## config.mk

```make
export PLATFORM = sky130hd
export DESIGN_NAME = crc_checked_stop_and_wait_receiver_core
export DESIGN_NICKNAME = d
export VERILOG_FILES = /design/src/design/crcsw_pkg.sv /design/src/design/crcsw_front.sv /design/src/design/crcsw_queue.sv /design/src/design/crcsw_back.sv /design/src/design/crc_checked_stop_and_wait_receiver_core.sv
export SDC_FILE = /design/constraint.sdc
export NUM_CORES = 1
export LEC_CHECK = 0
export BUFFER_PORTS_ARGS = -buffer_cell sky130_fd_sc_hd__buf_2
export CORE_MARGIN = 2
export CORE_UTILIZATION = 45
export CTS_CLUSTER_SIZE = 10
export DETAILED_ROUTE_END_ITERATION = 8
export PLACE_DENSITY = 0.76
export SYNTH_ARGS = -nofsm -noshare
export SYNTH_HDL_FRONTEND = slang
export SYNTH_SLANG_ARGS = --single-unit
```

## constraint.sdc

```tcl
create_clock -name clk -period 3.2 [get_ports clk]
set_input_delay 0.64 -clock clk [delete_from_list [all_inputs] [get_ports clk]]
set_output_delay 0.64 -clock clk [all_outputs]
set_load 0.01 [all_outputs]
```

## src/design/crcsw_pkg.sv

```systemverilog
// Shared types, codes and the CRC-8 division step for the stop-and-wait receiver.
// No dependencies; imported by every module of the block.
package crcsw_pkg;

  // Verdict codes
  localparam logic [3:0] ACK_SEQ_ONE  = 4'd6;
  localparam logic [3:0] ACK_SEQ_ZERO = 4'd7;
  localparam logic [3:0] NAK_CODE     = 4'd15;

  // Polynomial after reset: x^8 + x^2 + x + 1
  localparam logic [7:0] CRC_POLY_RESET = 8'h07;

  // Position within the frame, saturating at the body code
  localparam logic [1:0] POS_FLAG   = 2'd0;
  localparam logic [1:0] POS_HEADER = 2'd1;
  localparam logic [1:0] POS_FIRST  = 2'd2;
  localparam logic [1:0] POS_BODY   = 2'd3;

  // Command passed from the front end to the back end
  typedef struct packed {
    logic       verdict;    // 1 frame verdict, 0 payload byte release
    logic [7:0] data;       // released payload byte
    logic       crc_ok;     // remainder zero and frame long enough
    logic       dup;        // accepted frame already seen
    logic       short_frm;  // fewer than four bytes
    logic       seq;        // sequence bit from the header
  } cmd_t;

  // Shift one byte MSB first through the degree-8 long division
  function automatic logic [7:0] crc8_step(input logic [7:0] rem,
                                           input logic [7:0] data,
                                           input logic [7:0] poly);
    logic [7:0] r;
    logic       top;
    r = rem;
    for (int b = 7; b >= 0; b--) begin
      top = r[7];
      r   = {r[6:0], data[b]};
      if (top) begin
        r = r ^ poly;
      end
    end
    return r;
  endfunction

endpackage

```

## src/design/crcsw_front.sv

```systemverilog
// Front end: tracks frame position, CRC remainder and sequence bits, and
// classifies each accepted item into a command. Depends on crcsw_pkg.
module crcsw_front (
  input  logic                clk,
  input  logic                rst_n,
  input  logic                in_accept,
  input  logic [7:0]          in_data_byte,
  input  logic                in_end_of_frame,
  input  logic                cfg_wr_en,
  input  logic [7:0]          cfg_wr_data,
  output logic                push,
  output crcsw_pkg::cmd_t     push_cmd
);
  import crcsw_pkg::*;

  logic [1:0] pos_r, pos_nxt;
  logic [7:0] held_r, held_nxt;
  logic       holding_r, holding_nxt;
  logic [7:0] rem_r, rem_nxt;
  logic       frame_seq_r, frame_seq_nxt;
  logic       expected_seq_r, expected_seq_nxt;
  logic [7:0] poly_r;
  logic       is_short;
  logic       frame_ok;
  logic       seq_differs;

  // Classify the frame on its closing flag
  assign is_short    = (pos_r != POS_BODY);
  assign frame_ok    = !is_short && (rem_r == 8'd0);
  assign seq_differs = (frame_seq_r != expected_seq_r);

  // Advance frame state and build the command
  always_comb begin
    pos_nxt          = pos_r;
    held_nxt         = held_r;
    holding_nxt      = holding_r;
    rem_nxt          = rem_r;
    frame_seq_nxt    = frame_seq_r;
    expected_seq_nxt = expected_seq_r;
    push             = 1'b0;
    push_cmd         = '0;
    if (in_accept) begin
      if (in_end_of_frame) begin
        push               = 1'b1;
        push_cmd.verdict   = 1'b1;
        push_cmd.crc_ok    = frame_ok;
        push_cmd.dup       = frame_ok && seq_differs;
        push_cmd.short_frm = is_short;
        push_cmd.seq       = frame_seq_r;
        if (frame_ok && !seq_differs) begin
          expected_seq_nxt = ~expected_seq_r;
        end
        pos_nxt     = POS_FLAG;
        holding_nxt = 1'b0;
        held_nxt    = 8'd0;
        rem_nxt     = 8'd0;
      end else begin
        unique case (pos_r)
          POS_FLAG: begin
            pos_nxt = POS_HEADER;
          end
          POS_HEADER: begin
            frame_seq_nxt = in_data_byte[7];
            pos_nxt       = POS_FIRST;
          end
          default: begin
            pos_nxt     = POS_BODY;
            rem_nxt     = crc8_step(rem_r, in_data_byte, poly_r);
            held_nxt    = in_data_byte;
            holding_nxt = 1'b1;
            if (holding_r) begin
              push          = 1'b1;
              push_cmd.data = held_r;
            end
          end
        endcase
      end
    end
  end

  // Hold frame state
  always_ff @(posedge clk) begin
    if (!rst_n) begin
      pos_r          <= POS_FLAG;
      holding_r      <= 1'b0;
      rem_r          <= 8'd0;
      frame_seq_r    <= 1'b0;
      expected_seq_r <= 1'b0;
    end else begin
      pos_r          <= pos_nxt;
      holding_r      <= holding_nxt;
      rem_r          <= rem_nxt;
      frame_seq_r    <= frame_seq_nxt;
      expected_seq_r <= expected_seq_nxt;
    end
  end

  // Payload byte waiting for release
  always_ff @(posedge clk) begin
    held_r <= held_nxt;
  end

  // Polynomial register
  always_ff @(posedge clk) begin
    if (!rst_n) begin
      poly_r <= CRC_POLY_RESET;
    end else if (cfg_wr_en) begin
      poly_r <= cfg_wr_data;
    end
  end

  // A closing flag always leaves the frame state clear
  a_eof_clears: assert property (@(posedge clk) disable iff (!rst_n)
    in_accept && in_end_of_frame |=> pos_r == POS_FLAG && !holding_r && rem_r == 8'd0)
    else $error("frame state not cleared after closing flag");

  // The expected bit only moves on a verdict
  a_seq_stable: assert property (@(posedge clk) disable iff (!rst_n)
    !(in_accept && in_end_of_frame) |=> expected_seq_r == $past(expected_seq_r))
    else $error("expected sequence bit changed outside a verdict");

endmodule

```

## src/design/crcsw_queue.sv

```systemverilog
// Short command queue between front and back end.
// Depends on crcsw_pkg for the command type.
module crcsw_queue #(
  parameter int DEPTH = 2
) (
  input  logic            clk,
  input  logic            rst_n,
  input  logic            push,
  input  crcsw_pkg::cmd_t push_cmd,
  output logic            full,
  input  logic            pop,
  output crcsw_pkg::cmd_t pop_cmd,
  output logic            empty
);
  import crcsw_pkg::*;

  localparam int PTR_W = $clog2(DEPTH);
  localparam int CNT_W = $clog2(DEPTH + 1);
  localparam logic [PTR_W-1:0] LAST_PTR = PTR_W'(DEPTH - 1);
  localparam logic [CNT_W-1:0] DEPTH_CNT = CNT_W'(DEPTH);

  cmd_t             slot_r [DEPTH];
  logic [PTR_W-1:0] wr_ptr_r, wr_ptr_nxt;
  logic [PTR_W-1:0] rd_ptr_r, rd_ptr_nxt;
  logic [CNT_W-1:0] count_r, count_nxt;

  assign full    = (count_r == DEPTH_CNT);
  assign empty   = (count_r == '0);
  assign pop_cmd = slot_r[rd_ptr_r];

  // Advance pointers and occupancy
  always_comb begin
    wr_ptr_nxt = wr_ptr_r;
    rd_ptr_nxt = rd_ptr_r;
    count_nxt  = count_r;
    if (push) begin
      wr_ptr_nxt = (wr_ptr_r == LAST_PTR) ? '0 : wr_ptr_r + 1'b1;
    end
    if (pop) begin
      rd_ptr_nxt = (rd_ptr_r == LAST_PTR) ? '0 : rd_ptr_r + 1'b1;
    end
    if (push && !pop) begin
      count_nxt = count_r + 1'b1;
    end else if (pop && !push) begin
      count_nxt = count_r - 1'b1;
    end
  end

  always_ff @(posedge clk) begin
    if (!rst_n) begin
      wr_ptr_r <= '0;
      rd_ptr_r <= '0;
      count_r  <= '0;
    end else begin
      wr_ptr_r <= wr_ptr_nxt;
      rd_ptr_r <= rd_ptr_nxt;
      count_r  <= count_nxt;
    end
  end

  // Store the pushed command
  always_ff @(posedge clk) begin
    if (push) begin
      slot_r[wr_ptr_r] <= push_cmd;
    end
  end

  a_no_overflow: assert property (@(posedge clk) disable iff (!rst_n)
    !(push && full))
    else $error("command pushed into full queue");

  a_count_tracks: assert property (@(posedge clk) disable iff (!rst_n)
    push && !pop |=> count_r == $past(count_r) + 1'b1)
    else $error("queue occupancy lost a push");

endmodule

```

## src/design/crcsw_back.sv

```systemverilog
// Back end: turns queued commands into result fields and holds them in the
// output register until taken. Depends on crcsw_pkg.
module crcsw_back (
  input  logic            clk,
  input  logic            rst_n,
  input  logic            cmd_empty,
  input  crcsw_pkg::cmd_t cmd,
  output logic            pop,
  output logic            out_valid,
  input  logic            out_stall,
  output logic            out_kind,
  output logic [7:0]      out_payload_byte,
  output logic [3:0]      out_ack_code,
  output logic            out_crc_ok,
  output logic            out_is_duplicate,
  output logic            out_frame_short
);
  import crcsw_pkg::*;

  logic       valid_r;
  logic       kind_r, kind_nxt;
  logic [7:0] byte_r, byte_nxt;
  logic [3:0] ack_r, ack_nxt;
  logic       crc_ok_r, crc_ok_nxt;
  logic       dup_r, dup_nxt;
  logic       short_r, short_nxt;

  // Take a command when the output register is free or being drained
  assign pop = !cmd_empty && (!valid_r || !out_stall);

  // Format the result fields
  always_comb begin
    kind_nxt   = cmd.verdict;
    byte_nxt   = cmd.verdict ? 8'd0 : cmd.data;
    crc_ok_nxt = cmd.verdict && cmd.crc_ok;
    dup_nxt    = cmd.verdict && cmd.crc_ok && cmd.dup;
    short_nxt  = cmd.verdict && cmd.short_frm;
    if (!cmd.verdict) begin
      ack_nxt = 4'd0;
    end else if (!cmd.crc_ok) begin
      ack_nxt = NAK_CODE;
    end else begin
      ack_nxt = cmd.seq ? ACK_SEQ_ONE : ACK_SEQ_ZERO;
    end
  end

  always_ff @(posedge clk) begin
    if (!rst_n) begin
      valid_r <= 1'b0;
    end else if (pop) begin
      valid_r <= 1'b1;
    end else if (!out_stall) begin
      valid_r <= 1'b0;
    end
  end

  // Load the output register
  always_ff @(posedge clk) begin
    if (pop) begin
      kind_r   <= kind_nxt;
      byte_r   <= byte_nxt;
      ack_r    <= ack_nxt;
      crc_ok_r <= crc_ok_nxt;
      dup_r    <= dup_nxt;
      short_r  <= short_nxt;
    end
  end

  assign out_valid        = valid_r;
  assign out_kind         = kind_r;
  assign out_payload_byte = byte_r;
  assign out_ack_code     = ack_r;
  assign out_crc_ok       = crc_ok_r;
  assign out_is_duplicate = dup_r;
  assign out_frame_short  = short_r;

endmodule

```

## src/design/crc_checked_stop_and_wait_receiver_core.sv

```systemverilog
// Top level of the CRC-8 checked stop-and-wait receiver.
// Depends on crcsw_pkg, crcsw_front, crcsw_queue and crcsw_back.
//
//   channel  | direction | handshake           | payload
//   in_      | input     | in_valid/in_stall   | data_byte, end_of_frame
//   out_     | output    | out_valid/out_stall | kind, payload_byte, ack_code,
//            |           |                     | crc_ok, is_duplicate, frame_short
//   cfg_     | input     | cfg_wr_en           | cfg_wr_data (polynomial)
//
// One item per cycle while in_stall is low; a result is registered first in the command
// queue and then in the output register.
// The unrolled CRC-8 division step in the front end sets the cycle time.
// rst_n is synchronous: polynomial back to 0x07, frame and sequence state cleared.
// in_stall rises only while the command queue is full, which needs out_stall held.
module crc_checked_stop_and_wait_receiver_core #(
  parameter int QUEUE_DEPTH = 2
) (
  input  logic       clk,
  input  logic       rst_n,
  input  logic       in_valid,
  output logic       in_stall,
  input  logic [7:0] in_data_byte,
  input  logic       in_end_of_frame,
  output logic       out_valid,
  input  logic       out_stall,
  output logic       out_kind,
  output logic [7:0] out_payload_byte,
  output logic [3:0] out_ack_code,
  output logic       out_crc_ok,
  output logic       out_is_duplicate,
  output logic       out_frame_short,
  input  logic       cfg_wr_en,
  input  logic [7:0] cfg_wr_data
);
  import crcsw_pkg::*;

  logic in_accept;
  logic push;
  cmd_t push_cmd;
  logic q_full;
  logic pop;
  cmd_t pop_cmd;
  logic q_empty;

  assign in_stall  = q_full;
  assign in_accept = in_valid && !in_stall;

  crcsw_front u_front (
    .clk             (clk),
    .rst_n           (rst_n),
    .in_accept       (in_accept),
    .in_data_byte    (in_data_byte),
    .in_end_of_frame (in_end_of_frame),
    .cfg_wr_en       (cfg_wr_en),
    .cfg_wr_data     (cfg_wr_data),
    .push            (push),
    .push_cmd        (push_cmd)
  );

  crcsw_queue #(
    .DEPTH (QUEUE_DEPTH)
  ) u_queue (
    .clk      (clk),
    .rst_n    (rst_n),
    .push     (push),
    .push_cmd (push_cmd),
    .full     (q_full),
    .pop      (pop),
    .pop_cmd  (pop_cmd),
    .empty    (q_empty)
  );

  crcsw_back u_back (
    .clk              (clk),
    .rst_n            (rst_n),
    .cmd_empty        (q_empty),
    .cmd              (pop_cmd),
    .pop              (pop),
    .out_valid        (out_valid),
    .out_stall        (out_stall),
    .out_kind         (out_kind),
    .out_payload_byte (out_payload_byte),
    .out_ack_code     (out_ack_code),
    .out_crc_ok       (out_crc_ok),
    .out_is_duplicate (out_is_duplicate),
    .out_frame_short  (out_frame_short)
  );

endmodule

```

==> summary.md <==
| Metric | Value |
|---|---|
| Nets | 601 |
| DR iter-0 viols | 231 |
| Mux cell area share after synthesis | 0.0615 |
| Final worst slack | -418 ps |
| Final instance area | 0.00627 sq mm |
| Relative slew margins | 0.502 |
| First-pass GRT wire length | 19800 microns |
| Wire per inst | 16.9 microns |
| Req. time, crit path | 3440 ps |
| RSZ-0062 raised after global routing | true |
| Vias per inst | 5.63 |
| EDFF count, synth | 49 |
| Primary FF master, synth | edfxtp_1 |
| Fin crit share | 1.13 |
| Largest net degree at the start of global routing | 22 |
| Hold path cells | 3 |
| Final ANT Viol Nets | 0 |
| Crit Reg-Reg Endpoint | u_front.rem_r[7] |
| Flop-to-flop setup slack | -420 ps |
| Clk_skew | 22.6 ps |
| Synth area leaders | edfxtp_1 30%, dfxtp_1 11%, mux2i_1 5.6%, xnor2_1 5.3%, xnor3_1 3.3% |
| Clock Path Buffers | 2 |
| Flops & latches, synth | 76 |
| Hold Vio Cnt, Final | 0 |
| Slew Viols, Final | 0 |
| Worst vdd ir | 0.323 mV |
| Worst Setup Start Kind | flip-flop |
| Total gr overflow | 0 |
| Synth Net Count | 486 |
| Sequential cell area fraction in the yosys report | 0.417 |
| Max-Cap Viols | 0 |
| Share of layout cells above drive strength 1 | 0.365 |
| Crit-path slowest cell | xnor3_1 |
| Post-Route WL | 12200 microns |
| Failing checks | negative setup slack |
| 1st-pass router iterations | 5 |
| Worst path depth | 13 |
| Cell with the most instances after synthesis | edfxtp_1 |
| Synth Area in XOR/XNOR | 0.126 |
| Main combinational cell family by area after synthesis | simple AND/OR/NAND/NOR gates |
| CP peak stage delay | 400 ps |
| Synth Area in Compound Gates | 0.152 |
| Crit. End Element | flip-flop |
| Fmax | 276 MHz |
| Core ar. | 0.0104 sq mm |
| CTS tree | done |
| Final min period | 3620 ps |
| Area delta synth->final | 29.9% |
| Via count | 4047 |
| Endpoints failing setup | 8 |
| Starting Density | 0.465 |
| Yosys top cell area share | 0.305 |
| Synth cell count leaders | 49 x edfxtp_1, 34 x nand2_1, 29 x xnor2_1, 27 x dfxtp_1, 27 x mux2i_1 |
| Hold Crit Class | in -> reg |
| Status | finished, violations left |
| Cell Area, Synth | 0.00482 sq mm |
| # IOs | 40 |
| WS Path Type | reg -> reg |
| # port buffers | 39 |
| Antenna violations before repair | 0 |
| Gpl congestion | 0.920 |
| Root buf cell | clkbuf_8 |
| Worst-path maximum fanout | 7 |
| Worst-path clk slew | 100 ps |
| Yosys top cell by area | edfxtp_1 |
| Antenna diodes | 0 |
| Cell Chain, Critical Path | buf_12 > buf_6 > or3_1 > a31o_1 > o211a_1 > a221oi_4 > buf_4 > a31oi_1 > or3_1 > nand3_1 > xnor3_1 > or3_1 > a32o_1 |
| # rows | 37 |
| Most used cell, CP | or3_1 |
| Adder-cell share of the synthesized area | 0.00259 |
| Worst reg2reg path depth | 13 |
| DRC viols | 0 |
| GRT Resource Usage Total | 0.217 |
| Crit path launch | u_front.rem_r[6] |
| CP top delay family | simple AND/OR/NAND/NOR gates |
| Post-synth cell types | 83 |
| Die Span Y | 108 microns |
| Synth Instances | 463 |
| Setup crit end | u_front.rem_r[7] |
| Post-Synth Simple-Gate Area | 0.197 |
| R2R Path Start | u_front.rem_r[6] |
| LEAKAGE | 0.00244 uW |
| Full die area | 0.0116 sq mm |
| Synthesized area per cell | 10.4 sq um |
| H-tree depth | 3 |
| Buffers and inverters on the worst path | 3 |
| Asr flop ratio synth | 0 |
| Synth warn | 0 |
| Layout Utilization | 0.604 |
| Die Span X | 108 microns |
| Pwr/cell area | 427 mW/mm^2 |
| Hold Crit Start | cfg_wr_data[2] |
| Vias in the first global route | 4152 |
| Clk sinks | 76 |
| Arr. time, crit path | 3860 ps |
| Detailed placement HPWL | 9040 microns |
| Clock latency on the worst-skew pair | 350 ps |
| Slew @ Worst Pin | 746 ps |
| Placed Area | 0.00568 sq mm |
| Num CTS Buffers | 9 |
-- worst min-delay path by stage --
stage | to | slack (ps)
after floorplan | u_front.holding_r | 450
after global placement | u_front.holding_r | 470
after detailed placement | u_front.holding_r | 490
after CTS | u_front.poly_r[1] | 510
after global routing | u_front.poly_r[1] | 510
final | u_front.poly_r[2] | 510
-- worst register-to-register path: stages, from the launching register on --
cell      delay (ps)
dfxtp_4          380
buf_12           130
buf_6            130
or3_1            360
a31o_1           200
o211a_1          240
a221oi_4         320
buf_4            170
a31oi_1          100
or3_1            360
nand3_1          110
xnor3_1          400
or3_1            350
a32o_1           250
-- state kept, by name (all words and copies together), names as in the netlist, 2 cells and up, named ones only --
register / cells
u_queue.slot_r: 26
u_back.out_payload_byte: 8
u_back.out_ack_code: 3
u_front.held_r: 8
u_front.pos_r: 2
u_queue.count_r: 2
u_front.poly_r: 8
u_front.rem_r: 8
-- layout by cell type, fill, tap and decap left out, types with 5 or more instances in the layout --
cell type and count:
or3_1 5, buf_2 39, o21ai_0 14, a21oi_1 11
and2_1 20, buf_4 86, xnor3_1 6, edfxtp_1 49
nand3_1 12, nand3b_1 5, buf_6 7, dfxtp_1 22
mux2i_1 26, xor2_1 8, xor2_2 5, xnor2_1 26
nand2_1 31, and3_1 6, clkbuf_8 9, nor2b_1 20
nor2_1 26, nand4_1 6, inv_1 10, xnor2_2 6
nand2b_1 6
-- logic make-up after synthesis --
group	count (synthesis)
AOI/OAI and AO/OA	90
xor gates and xnor gates	53
adders and majority gates	1
buffers and inverters	45
DFF	76
muxes	29
and+or+nand+nor	169
-- timing repair --
action,4_1_cts,5_1_grt
setup endpoints to repair,8,8
buffers inserted,9,2
resized for setup,43,20
pin swaps,22,7
hold buffers,0,0
-- stage by stage --
step	setup WS (ps)	power, uW	TNS [ps]	instances	hold slack, ps
6_report	-418	2670	-3010	719	513
2_1_floorplan	-283	1710	-1370	463	446
3_3_place_gp	-469	1890	-3230	692	467
3_5_place_dp	-650	1930	-4370	692	490
4_1_cts	-386	2680	-2630	717	509
5_1_grt	-539	2810	-4010	719	510
-- cell type report --
| class | instances | area, sq um |
|---|---|---|
| fill | 842 | 4100 |
| multi-input combinational | 342 | 2860 |
| sequential | 76 | 2030 |
| timing repair buffer | 134 | 955 |
| tap | 136 | 170 |
| clock buffer | 9 | 124 |
| clock inverter | 7 | 75.1 |
| inverter | 15 | 58.8 |
-- metal layers --
metal / global-route usage / share of wire
met1: 0.252 / 0.41
met2: 0.398 / 0.52
met3: 0.0363 / 0.045
met4: 0.0778 / 0.030
met5: 0 / 0
-- where the power goes --
| part | switching, uW | internal [uW] | leakage, uW |
|---|---|---|---|
| Combinational | 377 | 289 | 0.00168 |
| Sequential | 57.1 | 1200 | 0.000666 |
| Clock | 384 | 365 | 0.0000939 |
No activity file was read; power rests on OpenSTA's default activity.
